### src/rtl/dle_stx_frame_receiver_unit_assert.svh
`ifndef DLE_STX_FRAME_RECEIVER_UNIT_ASSERT_SVH
`define DLE_STX_FRAME_RECEIVER_UNIT_ASSERT_SVH

`ifndef SYNTHESIS
`define DSFR_ASSERT_IMPLY(label, clk, rst_n, ante, cons) \
    label: assert property (@(posedge clk) disable iff (!(rst_n)) (ante) |-> (cons)) \
        else $error("assertion failed");
`define DSFR_ASSERT_NEXT(label, clk, rst_n, ante, cons) \
    label: assert property (@(posedge clk) disable iff (!(rst_n)) (ante) |=> (cons)) \
        else $error("assertion failed");
`else
`define DSFR_ASSERT_IMPLY(label, clk, rst_n, ante, cons)
`define DSFR_ASSERT_NEXT(label, clk, rst_n, ante, cons)
`endif

`endif

### src/rtl/dsfr_pkg.sv
package dsfr_pkg;

    localparam int MAX_PACKET = 64;
    localparam int CNT_W      = $clog2(MAX_PACKET + 1);
    localparam int CMP_W      = 10;
    localparam int TDATA_W    = 136;
    localparam int RES_W      = 131;

    localparam logic [7:0] DLE_BYTE      = 8'h10;
    localparam logic [7:0] STX_BYTE      = 8'h02;
    localparam logic [7:0] ETX_BYTE      = 8'h03;
    localparam logic [7:0] MIN_FORCE_LEN = 8'd19;
    localparam logic [7:0] DATA_ERR_MASK = 8'h07;
    localparam int         NUM_AXES      = 6;

    typedef enum logic [1:0] {
        PH_IDLE = 2'd0,
        PH_DLE  = 2'd1,
        PH_LEN  = 2'd2,
        PH_DATA = 2'd3
    } t_phase;

    typedef enum logic [1:0] {
        CFG_STATUS_OK = 2'd0,
        CFG_HANDSHAKE = 2'd1,
        CFG_STREAM    = 2'd2
    } t_cfg_index;

    typedef enum logic [2:0] {
        RC_FORCE_OK   = 3'd0,
        RC_OTHER_OK   = 3'd1,
        RC_BAD_TRAIL  = 3'd2,
        RC_BCC_ERR    = 3'd3,
        RC_OVERFLOW   = 3'd4,
        RC_STATUS_BAD = 3'd5,
        RC_DATA_ERR   = 3'd6,
        RC_SHORT      = 3'd7
    } t_code;

    typedef struct packed {
        logic [7:0] status_ok_code;
        logic [7:0] handshake_command;
        logic [7:0] stream_command;
    } t_cfg;

    // Lowest field last so the packed word matches the stream layout.
    typedef struct packed {
        logic        [7:0]  sensor_status;
        logic signed [15:0] moment_z;
        logic signed [15:0] moment_y;
        logic signed [15:0] moment_x;
        logic signed [15:0] force_z;
        logic signed [15:0] force_y;
        logic signed [15:0] force_x;
        logic        [7:0]  response_status;
        logic        [7:0]  command_code;
        logic        [7:0]  payload_length;
        t_code              result_code;
    } t_result;

endpackage

### src/rtl/dsfr_parser.sv
module dsfr_parser (
    input  logic              i_clk,
    input  logic              i_rst_n,
    input  logic              i_byte_valid,
    input  logic [7:0]        i_byte,
    input  dsfr_pkg::t_cfg    i_cfg,
    output logic              o_res_valid,
    output dsfr_pkg::t_result o_res
);
    import dsfr_pkg::*;

    t_phase             r_phase, n_phase;
    logic [CNT_W-1:0]   r_count, n_count;
    logic [7:0]         r_len, n_len;
    logic [7:0]         r_bcc, n_bcc;
    logic [7:0]         r_hdr [3];
    logic [7:0]         n_hdr [3];
    logic [15:0]        r_axis [NUM_AXES];
    logic [15:0]        n_axis [NUM_AXES];
    logic [7:0]         r_hold, n_hold;
    logic               r_trail_ok, n_trail_ok;
    logic [7:0]         r_dstat, n_dstat;

    logic [CMP_W-1:0]   pos;
    logic [CMP_W-1:0]   len_w;
    logic [CMP_W-1:0]   p;
    logic               at_max;
    logic               in_payload;
    logic               at_dle;
    logic               at_etx;
    logic               at_bcc;
    logic               is_force_cmd;
    t_code              code;
    logic               show_axes;
    logic               show_dstat;

    assign pos        = CMP_W'(r_count);
    assign len_w      = CMP_W'(r_len);
    assign p          = pos - CMP_W'(3);
    assign at_max     = r_count >= CNT_W'(MAX_PACKET);
    assign in_payload = pos < len_w + CMP_W'(3);
    assign at_dle     = pos == len_w + CMP_W'(3);
    assign at_etx     = pos == len_w + CMP_W'(4);
    assign at_bcc     = !in_payload && !at_dle && !at_etx;
    assign is_force_cmd = (r_hdr[1] == i_cfg.handshake_command)
                       || (r_hdr[1] == i_cfg.stream_command);

    always_comb begin
        n_phase = r_phase;
        if (i_byte_valid) begin
            unique case (r_phase)
                PH_IDLE: if (i_byte == DLE_BYTE) n_phase = PH_DLE;
                PH_DLE:  n_phase = (i_byte == STX_BYTE) ? PH_LEN : PH_IDLE;
                PH_LEN:  n_phase = PH_DATA;
                PH_DATA: if (at_max || at_bcc) n_phase = PH_IDLE;
                default: n_phase = PH_IDLE;
            endcase
        end
    end

    always_comb begin
        priority if (!r_trail_ok)                              code = RC_BAD_TRAIL;
        else if (r_bcc != i_byte)                              code = RC_BCC_ERR;
        else if (r_hdr[2] != i_cfg.status_ok_code)             code = RC_STATUS_BAD;
        else if (!is_force_cmd)                                code = RC_OTHER_OK;
        else if (r_len < MIN_FORCE_LEN)                        code = RC_SHORT;
        else if ((r_dstat & DATA_ERR_MASK) != 8'h00)           code = RC_DATA_ERR;
        else                                                   code = RC_FORCE_OK;
    end

    always_comb begin
        n_count    = r_count;
        n_len      = r_len;
        n_bcc      = r_bcc;
        n_hdr      = r_hdr;
        n_axis     = r_axis;
        n_hold     = r_hold;
        n_trail_ok = r_trail_ok;
        n_dstat    = r_dstat;
        o_res_valid = 1'b0;
        o_res.result_code = at_max ? RC_OVERFLOW : code;
        show_axes  = !at_max && (code == RC_FORCE_OK);
        show_dstat = !at_max && ((code == RC_FORCE_OK) || (code == RC_DATA_ERR));

        if (i_byte_valid) begin
            unique case (r_phase)
                PH_DLE: begin
                    if (i_byte == STX_BYTE) begin
                        n_count    = CNT_W'(2);
                        n_len      = 8'h00;
                        n_bcc      = 8'h00;
                        n_hdr      = '{default: 8'h00};
                        n_axis     = '{default: 16'h0000};
                        n_hold     = 8'h00;
                        n_trail_ok = 1'b1;
                        n_dstat    = 8'h00;
                    end
                end
                PH_LEN: begin
                    n_len   = i_byte;
                    n_bcc   = (i_byte == DLE_BYTE) ? 8'h00 : i_byte;
                    n_count = CNT_W'(3);
                end
                PH_DATA: begin
                    if (at_max) begin
                        o_res_valid = 1'b1;
                    end else begin
                        n_count = r_count + CNT_W'(1);
                        if (in_payload) begin
                            if (i_byte != DLE_BYTE) n_bcc = r_bcc ^ i_byte;
                            for (int k = 0; k < 3; k++) begin
                                if (p == CMP_W'(k)) n_hdr[k] = i_byte;
                            end
                            for (int k = 0; k < NUM_AXES; k++) begin
                                if (p == CMP_W'(3 + 2 * k)) n_hold = i_byte;
                                if (p == CMP_W'(4 + 2 * k)) n_axis[k] = {i_byte, r_hold};
                            end
                            if ((r_len >= 8'd2) && (p == len_w - CMP_W'(2))) begin
                                n_dstat = i_byte;
                            end
                        end else if (at_dle) begin
                            if (i_byte != DLE_BYTE) n_trail_ok = 1'b0;
                        end else if (at_etx) begin
                            if (i_byte != ETX_BYTE) n_trail_ok = 1'b0;
                        end else begin
                            o_res_valid = 1'b1;
                        end
                    end
                end
                default: ;
            endcase
        end

        o_res.payload_length  = r_len;
        o_res.command_code    = r_hdr[1];
        o_res.response_status = r_hdr[2];
        o_res.force_x  = show_axes ? r_axis[0] : 16'h0000;
        o_res.force_y  = show_axes ? r_axis[1] : 16'h0000;
        o_res.force_z  = show_axes ? r_axis[2] : 16'h0000;
        o_res.moment_x = show_axes ? r_axis[3] : 16'h0000;
        o_res.moment_y = show_axes ? r_axis[4] : 16'h0000;
        o_res.moment_z = show_axes ? r_axis[5] : 16'h0000;
        o_res.sensor_status = show_dstat ? r_dstat : 8'h00;
    end

    always_ff @(posedge i_clk) begin
        if (!i_rst_n) begin
            r_phase    <= PH_IDLE;
            r_count    <= '0;
            r_trail_ok <= 1'b1;
        end else begin
            r_phase    <= n_phase;
            r_count    <= n_count;
            r_trail_ok <= n_trail_ok;
        end
    end

    always_ff @(posedge i_clk) begin
        r_len   <= n_len;
        r_bcc   <= n_bcc;
        r_hdr   <= n_hdr;
        r_axis  <= n_axis;
        r_hold  <= n_hold;
        r_dstat <= n_dstat;
    end

endmodule

### src/rtl/dle_stx_frame_receiver_unit.sv
// Receives one serial byte per transaction and decodes DLE STX LEN payload
// DLE ETX BCC frames; each complete, broken or overflowing frame yields one
// result transaction. The block takes one byte every cycle: the frame state
// and checks advance in the cycle the byte is accepted, and the result sits in
// a single output register. Input ready drops only while a result waits in
// that register and the downstream side holds tready low.
module dle_stx_frame_receiver_unit (
    input  logic                        i_clk,
    input  logic                        i_rst_n,
    input  logic                        i_s_axis_tvalid,
    output logic                        o_s_axis_tready,
    // [7:0] rx_byte
    input  logic [7:0]                  i_s_axis_tdata,
    output logic                        o_m_axis_tvalid,
    input  logic                        i_m_axis_tready,
    // [2:0] result_code, [10:3] payload_length, [18:11] command_code,
    // [26:19] response_status, [42:27] force_x, [58:43] force_y,
    // [74:59] force_z, [90:75] moment_x, [106:91] moment_y,
    // [122:107] moment_z, [130:123] sensor_status, [135:131] zero
    output logic [dsfr_pkg::TDATA_W-1:0] o_m_axis_tdata,
    input  logic                        i_cfg_wr_en,
    input  logic [1:0]                  i_cfg_index,
    input  logic [7:0]                  i_cfg_data
);
    import dsfr_pkg::*;

    `include "dle_stx_frame_receiver_unit_assert.svh"

    t_cfg    r_cfg;
    logic    r_m_valid;
    t_result r_result;
    logic    s_accept;
    logic    res_valid;
    t_result res;

    assign o_s_axis_tready = !r_m_valid || i_m_axis_tready;
    assign s_accept        = i_s_axis_tvalid && o_s_axis_tready;
    assign o_m_axis_tvalid = r_m_valid;
    assign o_m_axis_tdata  = {(TDATA_W - RES_W)'(0), r_result};

    always_ff @(posedge i_clk) begin
        if (!i_rst_n) begin
            r_cfg.status_ok_code    <= 8'd0;
            r_cfg.handshake_command <= 8'd48;
            r_cfg.stream_command    <= 8'd64;
        end else if (i_cfg_wr_en) begin
            unique case (i_cfg_index)
                CFG_STATUS_OK: r_cfg.status_ok_code    <= i_cfg_data;
                CFG_HANDSHAKE: r_cfg.handshake_command <= i_cfg_data;
                CFG_STREAM:    r_cfg.stream_command    <= i_cfg_data;
                default: ;
            endcase
        end
    end

    dsfr_parser u_parser (
        .i_clk        (i_clk),
        .i_rst_n      (i_rst_n),
        .i_byte_valid (s_accept),
        .i_byte       (i_s_axis_tdata),
        .i_cfg        (r_cfg),
        .o_res_valid  (res_valid),
        .o_res        (res)
    );

    always_ff @(posedge i_clk) begin
        if (!i_rst_n) begin
            r_m_valid <= 1'b0;
        end else if (o_s_axis_tready) begin
            r_m_valid <= res_valid;
        end
    end

    always_ff @(posedge i_clk) begin
        if (o_s_axis_tready && res_valid) r_result <= res;
    end

    `DSFR_ASSERT_NEXT(a_result_needs_byte, i_clk, i_rst_n,
        !r_m_valid && !s_accept, !r_m_valid)
    `DSFR_ASSERT_IMPLY(a_axes_only_on_ok, i_clk, i_rst_n,
        r_m_valid && r_result.result_code != RC_FORCE_OK,
        r_result.force_x == 16'h0000 && r_result.moment_z == 16'h0000)
    `DSFR_ASSERT_IMPLY(a_dstat_gated, i_clk, i_rst_n,
        r_m_valid && r_result.result_code != RC_FORCE_OK
            && r_result.result_code != RC_DATA_ERR,
        r_result.sensor_status == 8'h00)

endmodule
### config.mk
export PLATFORM = sky130hd
export DESIGN_NAME = dle_stx_frame_receiver_unit
export DESIGN_NICKNAME = d
export VERILOG_FILES = /design/src/rtl/dsfr_pkg.sv /design/src/rtl/dsfr_parser.sv /design/src/rtl/dle_stx_frame_receiver_unit.sv
export VERILOG_INCLUDE_DIRS = /design/src /design/src/rtl
export SDC_FILE = /design/constraint.sdc
export NUM_CORES = 1
export LEC_CHECK = 0
export BUFFER_PORTS_ARGS = -buffer_cell sky130_fd_sc_hd__buf_2
export CELL_PAD_IN_SITES_DETAIL_PLACEMENT = 1
export CELL_PAD_IN_SITES_GLOBAL_PLACEMENT = 2
export CORE_ASPECT_RATIO = 1.25
export CORE_MARGIN = 2
export CORE_UTILIZATION = 41
export DETAILED_ROUTE_END_ITERATION = 10
export GPL_TIMING_DRIVEN = 0
export PLACE_DENSITY_LB_ADDON = 0.12
export SLEW_MARGIN = 25
export SYNTH_ARGS = -nofsm -noshare
export SYNTH_HDL_FRONTEND = slang
export SYNTH_SLANG_ARGS = --single-unit
### constraint.sdc
create_clock -name i_clk -period 18.5 [get_ports i_clk]
set_input_delay 0.925 -clock i_clk [delete_from_list [all_inputs] [get_ports i_clk]]
set_output_delay 0.925 -clock i_clk [all_outputs]
set_load 0.02 [all_outputs]
# Word level (Yosys, flattened, before mapping)
# Index checks and enable logic that the tools add are counted.
# classes
addsub	5
n_eq_ne	51
n_reduce_logical	41
n_bitwise	1
muxes	63
n_lt_le_gt_ge	4
# op_table
cell	count
two-way mux 96 bit	3
case mux 96 bit (2 select lines)	1
two-way mux 16 bit	9
two-way mux 8 bit	18
== test 10 x 4 -> 1 bit (second input constant)	7
AND reduction 6 bit	11
case mux 8 bit (2 select lines)	3
== test 10 x 3 -> 1 bit (second input constant)	4
case mux 16 bit (2 select lines)	1
!= test 2 x 1 -> 1 bit (second input constant)	14
case mux 8 bit (3 select lines)	1
case mux 7 bit (3 select lines)	1
== test 10 x 2 -> 1 bit (second input constant)	2
== test 7 x 10 -> 1 bit	2
two-way mux 3 bit	6
== test 8 bit	2
!= test 8 bit	2
two-way mux 7 bit	2
two-way mux 1 bit	13
== test 10 x 1 -> 1 bit (second input constant)	1
== test 10 bit	1
less-than comparator 7 x 10 -> 1 bit	1
adder 8 x 2 -> 9 bit (second input constant)	1
adder 8 x 3 -> 9 bit (second input constant)	1
33 further kinds	58
# word_totals
input_bits	23
wordCells	195
regBits	310
output_inout_bits	138

# Logic depth before layout (Yosys ltp)
# Gate-level depths: netlist of run 1.
# logic_depth
depth_word	11
depth_mapped	12
mapped_depth_nobuf	12

# Hierarchy
# From an unflattened synthesis of run 1, not the netlist that was laid out.
# unflattened
cells_unflattened	859
hier_area_um2	12534.5
# modules_own_cells
module	cells_per_inst	instances	seq_area_each_um2	area_per_inst_um2
dsfr_parser	623	1	4524.3	7584.8
dle_stx_frame_receiver_unit	236	1	4434.3	4949.7

# Worst setup path after synthesis of run 1
# No wires, ideal clock.
# synth_path
path_type	register to register
start	register u_parser.r_len[1]
end	register r_result (netlist bit o_m_axis_tdata[0]), enable pin
arrival_ns	11.968
slack_ns	5.717
path_stages_with_launch	12
setup_time_ns	0.815
path_buffers	0
required_time_ns	17.685
period_less_slack_ns	12.783
path_cell_list	edfxtp_1 inv_1 ha_1 a21oi_1 nor2_1 xnor2_1 ha_1 and4_1 o221ai_1 a32oi_4 o211ai_4 a211oi_1
# synth_between
elab_chain_len	9
elab_cells_between_ends	12
classes_between	add/sub (2); order compare (1); eq/ne (2); mux (6); reduce/logical (1)
# synth_rtl
element	line_no	text
from (decl)	dsfr_parser.sv:14	logic [7:0] r_len, n_len;
from (signal assigned)	dsfr_parser.sv:159	r_len <= n_len;
branches (longest 4 deep; another with less-than comparator 7 x 10 -> 1 bit)	n/a	
two-way mux 1 bit (*)	dsfr_parser.sv:109	if (in_payload) begin
two-way mux 1 bit (*)	dsfr_parser.sv:105	if (at_max) begin
two-way mux 1 bit (*)	dsfr_parser.sv:86	unique case (r_phase)
two-way mux 1 bit (*)	dsfr_parser.sv:85	if (i_byte_valid) begin
logical AND 1 bit (*)	dle_stx_frame_receiver_unit.sv:75	if (o_s_axis_tready && res_valid) r_result <= res;
to (signal assigned)	dle_stx_frame_receiver_unit.sv:75	
to (decl)	dle_stx_frame_receiver_unit.sv:31	t_result r_result;
# Mark *: on every way between the ends.
# A chain may end at the register's enable or synchronous reset.

# Worst setup path in the final report of run 1
# layout_path
start	register u_parser.r_len[1]
end	register r_result (netlist bit o_m_axis_tdata[96]), enable pin
# Same word-level chain as after synthesis.

==> impl_metrics.ini, run 1 <==
[setup_path]
crit_chain = inv_1, ha_1, a21oi_1, nor2_1, xnor2_1, ha_1, and4_1, o221ai_1, a32oi_4, o211ai_4, a211oi_4, buf_6, buf_6, buf_6, buf_6
crit_path_max_fanout = 17
crit-reg2reg-launch = u_parser.r_len[1]
slowest_delay_ns = 0.57
start_kind = flop
end_kind = flop
r2r_cells = 15
critPathLaunch = u_parser.r_len[1]
critPathSlowestCell = edfxtp_1
r2r_end = o_m_axis_tdata[96]
worstPathRequired_ns = 18.76
rrSetupSlack_ns = 13.91
cpMostUsedCell = buf_6
crit_arrival_ns = 4.85
path_class = reg -> reg
cp-endpoint = o_m_axis_tdata[96]

[routing]
drt-pass1-iter-count = 5
drt_iter0_drc = 256
drc = 0
wl_met1_mm = 12.1
met3_length_mm = 1.03
avgRoutedWirePerCell_um = 19.8
routed-via-count = 7237
highest_layer = met4
finalWirelength_mm = 29.2
avgViaCountPerCell = 4.90
dr_wl_met2_mm = 15.3
postRouteAntennaNets = 0

[finish]
syn2layout_area_growth_pct = 20.0
diodes = 0
layout_common_cells = edfxtp_1 (275), buf_2 (159), and2_1 (139), nor2_1 (51), xnor2_1 (42)
nets = 1101
drive_gt1_frac = 0.233
stdcell_area_um2 = 15000
fill_cells = 3028
stdcell_count = 1476
layout_commonest_cell = edfxtp_1

[floorplanning]
boundaryPins = 161
rows = 71
die-area_um2 = 32000
die_x_um = 160
start_util = 0.416
fp.coreArea_um2 = 30100
die_y_um = 199

[timing]
whs_ns = 0.470
rsz0062_at_grt = false
tightest_slew_ns = 0.866
period_share = 0.248
setup_viol_count_final = 0
clock_skew_ns = 0.0120
max_slew_margin = 0.422
min_period_ns = 4.59
setup_tns_ns = 0
maxSlewViolCount = 0
hold_viol_final = 0
fmaxAchievable_mhz = 218

[clock_network]
cts_tree = yes
clk_pin_slew_ns = 0.06
post_cts_buffers = 0
cts_buffer_depth = 3
cts-resized-gates = 0
cts.hold.buffers_added = 0
cts-buffers-inserted = 30
clock_latency_ns = 0.56
clock-sinks = 310
htreeDepth = 1
cts_root_buf = clkbuf_16

[synthesis]
synth_edf_count = 275
synth_top_area_cell = edfxtp_1
netlist_area_um2 = 12500
synth-main-ff-cell = edfxtp_1
yosysSeqAreaShare = 0.715
synthTopCellsByArea = edfxtp_1 (66%), and2_1 (6.9%), dfxtp_1 (5.6%)
synth_seq_cells = 310
async_reset_ff_frac = 0
yosysUniqueCellTypes = 68
synth.top_cell.area_share = 0.659
syn_inst = 847
avgSynthCellArea_um2 = 14.8
yosys_warnings = 0

[placement]
portBuffers = 154
place_congestion = 0.806
place_hpwl_mm = 21.3
placedInstanceArea_um2 = 14000
dp_cells = 1422

[hold_path]
min_path_cells = 0
worstHoldPathType = reg -> reg

[pwr]
ir_worst_vdd_v = 0.0000759
power-per-cell-area_nw_per_um2 = 92.0
total_power_mw = 1.38
p_leak_nw = 5.30

[grt]
grt_max_degree = 18
antenna_found_initial = 0
grt_use_total = 0.183
grt_pass1_wl_mm = 44.0
overflow = 0
grt_pass1_vias = 7423

[flow_run]
cap_violations = 0

[outcome]
status = completed
## sequential cells by signal, indices dropped and copies added (netlist names), named ones only
name                 flops
u_parser.o_res          16
u_parser.r_axis         96
u_parser.r_phase         1
u_parser.r_len           8
u_parser.r_hold          8
u_parser.r_count         7
u_parser.r_dstat         8
r_cfg                   24
o_m_axis_tdata         131
u_parser.r_bcc           8
u_parser.r_trail_ok      1
o_m_axis_tvalid          1
## report_power, final
part | switching (mW) | internal, mW
clock network | 0.267 | 0.344
logic | 0.0111 | 0.00750
registers | 0.00173 | 0.753
total | 0.279 | 1.10
## synthesized netlist by cell type, types with 4 or more instances
cell type	n
a211oi_1	4
a21oi_1	24
a31oi_1	4
and2_1	139
and4_1	5
buf_1	4
buf_2	5
buf_4	7
buf_6	5
clkbuf_1	21
dfxtp_1	35
edfxtp_1	275
ha_1	25
inv_1	14
mux2i_1	26
nand2_1	30
nand3_1	14
nand4_1	11
nor2_1	51
nor2b_1	4
nor3_1	8
o21ai_0	21
xnor2_1	42
xor2_1	14
## routing by layer
| metal | vias up | GRT usage |
|---|---|---|
| li1 | 3464 | - |
| met1 | 3564 | 0.221 |
| met2 | 166 | 0.338 |
| met3 | 43 | 0.0255 |
| met4 | 0 | 0.0601 |
| met5 | - | 0 |
## stage by stage
step	util	setup slack, ns
5_1_grt	0.499	13.60
2_1_floorplan	-	5.72
3_5_place_dp	0.466	13.83
3_3_place_gp	0.459	0.928
6_report	0.499	13.91
4_1_cts	0.499	13.81
## worst max-delay path, delay by kind of cell (launching register included)
| kind | cells | cell delay, ns |
|---|---|---|
| buffers and inverters | 5 | 1.08 |
| adder cells (fa/ha/maj) | 2 | 0.57 |
| flip-flops | 1 | 0.57 |
| AND/OR/NAND/NOR | 2 | 0.33 |
| AO/OA/AOI/OAI | 5 | 1.57 |
| XOR/XNOR | 1 | 0.15 |
## logic make-up (layout without fill, tap and decap cells)
group	after synthesis	in the layout	share of synthesized area
fa+ha+maj	25	25	0.0250
xor+xnor	56	56	0.0391
simple gates	286	286	0.129
buf+inv	57	281	0.0227
mux	27	27	0.0217
compound gates	85	85	0.0472
other cells	1	5	0.000299
flops	310	310	0.715
## worst min path at each step
stage | endpoint | startpoint | slack (ns)
after floorplan | o_m_axis_tdata[10] | u_parser.r_len[7] | 0.42
after global placement | o_m_axis_tdata[10] | u_parser.r_len[7] | 0.44
after detailed placement | o_m_axis_tdata[10] | u_parser.r_len[7] | 0.45
after CTS | o_m_axis_tdata[10] | u_parser.r_len[7] | 0.47
after global routing | o_m_axis_tdata[10] | u_parser.r_len[7] | 0.49
final | o_m_axis_tdata[10] | u_parser.r_len[7] | 0.47
## layout make-up
class | instances | area [um2] | share of cell area
clock buffers | 34 | 766 | 0.0509
well taps | 401 | 502 | 0.0334
flip-flops and latches | 310 | 8960 | 0.596
plain buffers | 42 | 228 | 0.0151
clock inverters | 20 | 221 | 0.0147
multi-input cells | 484 | 3340 | 0.222
repair buffers | 170 | 966 | 0.0642
inverters | 15 | 56.3 | 0.00374
Note: power is estimated with default switching activity, not from simulation.
==> run 2: changes to the inputs <==
Settings changed: CORE_UTILIZATION 41 to 37.
Clock period 18.5 ns to 4.15 ns, I/O delays scaled along.
==> impl_metrics.ini, run 2 (same netlist as run 1, synthesis figures left out) <==
[outcome]
status = completed

[floorplanning]
fp.coreArea_um2 = 33500
die_y_um = 210
rows = 75
boundaryPins = 161
die_x_um = 169
die-area_um2 = 35400
start_util = 0.374

[pwr]
power-per-cell-area_nw_per_um2 = 416
total_power_mw = 6.37
ir_worst_vdd_v = 0.000321
p_leak_nw = 5.43

[clock_network]
clk_pin_slew_ns = 0.07
cts-buffers-inserted = 31
htreeDepth = 1
cts_root_buf = clkbuf_16
clock-sinks = 310
cts_tree = yes
clock_latency_ns = 0.58
cts_buffer_depth = 3

[placement]
dp_cells = 1443
place_hpwl_mm = 21.9
portBuffers = 154
place_congestion = 0.792

[routing]
avgRoutedWirePerCell_um = 20.0
finalWirelength_mm = 30.4
avgViaCountPerCell = 4.82
postRouteAntennaNets = 0
routed-via-count = 7317
drt-pass1-iter-count = 4
drt_iter0_drc = 327
drc = 0

[setup_path]
end_kind = flop
critPathSlowestCell = edfxtp_1
worstPathRequired_ns = 4.43
r2r_cells = 15
slowest_delay_ns = 0.47
start_kind = flop
cp_num_buf_inv = 5
crit-reg2reg-launch = u_parser.r_len[1]
crit_chain = buf_4, ha_2, a21oi_4, nor2_1, xnor2_1, ha_1, and4_1, o221ai_2, a32oi_4, o211ai_4, a211oi_4, buf_6, buf_6, buf_6, buf_6
r2r_end = o_m_axis_tdata[45]
crit_path_max_fanout = 16
path_class = reg -> reg
crit_arrival_ns = 4.22
cpMostUsedCell = buf_6
rrSetupSlack_ns = 0.21
cpLargestDelayFamily = compound AO/OA/AOI/OAI gates

[finish]
largest_register_ffs = 131
layout_common_cells = edfxtp_1 (275), buf_2 (159), and2_1 (139), nor2_1 (51), xnor2_1 (42)
layout_commonest_cell = edfxtp_1
fill_cells = 3413
multiInputGateArea_um2 = 3390
diodes = 0
drive_gt1_frac = 0.243
nets = 1117
syn2layout_area_growth_pct = 22.4
seqCellArea_um2 = 8960
stdcell_count = 1517

[timing]
tightest_slew_ns = 0.856
min_period_ns = 3.94
setup_viol_count_final = 0
period_share = 0.950
maxSlewViolCount = 0
clock_skew_ns = 0.0157
fmaxAchievable_mhz = 254
rsz0062_at_grt = false
max_slew_margin = 0.430
whs_ns = 0.0653
hold_viol_final = 0

[flow_run]
cap_violations = 0

[grt]
grt_max_degree = 17
overflow = 0
grt_pass1_vias = 7621
grt_use_total = 0.173
grt_pass1_wl_mm = 46.1
antenna_found_initial = 0

[hold_path]
min_path_cells = 2
min_to = u_parser.r_bcc[1]
worstHoldPathType = in -> reg
hold_path.startpoint = i_s_axis_tdata[1]
-- run 2: area by class of cell --
| cell class | instances | area share |
|---|---|---|
| Inverter | 15 | 0.00367 |
| Buffer | 42 | 0.0149 |
| Clock buffer | 36 | 0.0518 |
| Timing Repair Buffer | 185 | 0.0717 |
| Sequential cell | 310 | 0.584 |
| Multi-Input combinational cell | 484 | 0.221 |
| Clock inverter | 22 | 0.0180 |
| Tap cell | 423 | 0.0345 |
-- run 2: how the worst max path moves through the flow --
stage          slack (ns)  cells after the start            endpoint              start
2_1_floorplan       -1.86                     11   o_m_axis_tdata[0]  u_parser.r_len[1]
3_3_place_gp        -3.95                     11  o_m_axis_tdata[97]  u_parser.r_len[1]
4_1_cts             0.009                     15  o_m_axis_tdata[97]  u_parser.r_len[1]
5_1_grt             0.009                     15  o_m_axis_tdata[31]  u_parser.r_len[1]
6_report             0.21                     15  o_m_axis_tdata[45]  u_parser.r_len[1]
3_5_place_dp        -0.22                     15  o_m_axis_tdata[97]  u_parser.r_len[1]
-- run 2: where the power goes --
part / total (mW) / internal, mW / switching (mW)
clock: 2.92 / 1.70 / 1.22
combinational: 0.0908 / 0.0402 / 0.0507
sequential: 3.36 / 3.36 / 0.00749
-- run 2: per-layer routing --
metal  part of all wire  track usage  up-vias
li1                   -            -     3504
met1               0.40        0.209     3590
met2               0.53        0.317      173
met3              0.048       0.0268       50
met4              0.022       0.0505        0
met5                  0            0        -
-- run 2: worst reg2reg max path: stages, from the launching register on --
cell      delay, ns
edfxtp_1       0.47
buf_4          0.18
ha_2           0.18
a21oi_4        0.19
nor2_1         0.09
xnor2_1        0.13
ha_1           0.32
and4_1         0.23
o221ai_2       0.13
a32oi_4        0.27
o211ai_4       0.17
a211oi_4       0.39
buf_6          0.25
buf_6          0.21
buf_6          0.21
buf_6          0.21
-- run 2: stage by stage --
stage	setup slack [ns]	TNS (ns)	util	cell area (um2)
after floorplan	-1.86	-243.78	-	12600
after global placement	-3.95	-559.71	0.415	13900
after detailed placement	-0.220	-6.23	0.421	14100
after CTS	0.00898	0	0.457	15300
after global routing	0.00893	0	0.458	15300
final	0.208	0	0.458	15300
-- run 2: what timing repair did --
item	4_1_cts	5_1_grt
hold buffers	13	0
endpoints found under the setup margin	53	80
hold endpoints to repair	25	0
pin swaps	1	1
buffers inserted	1	2
gates resized for setup	1	2
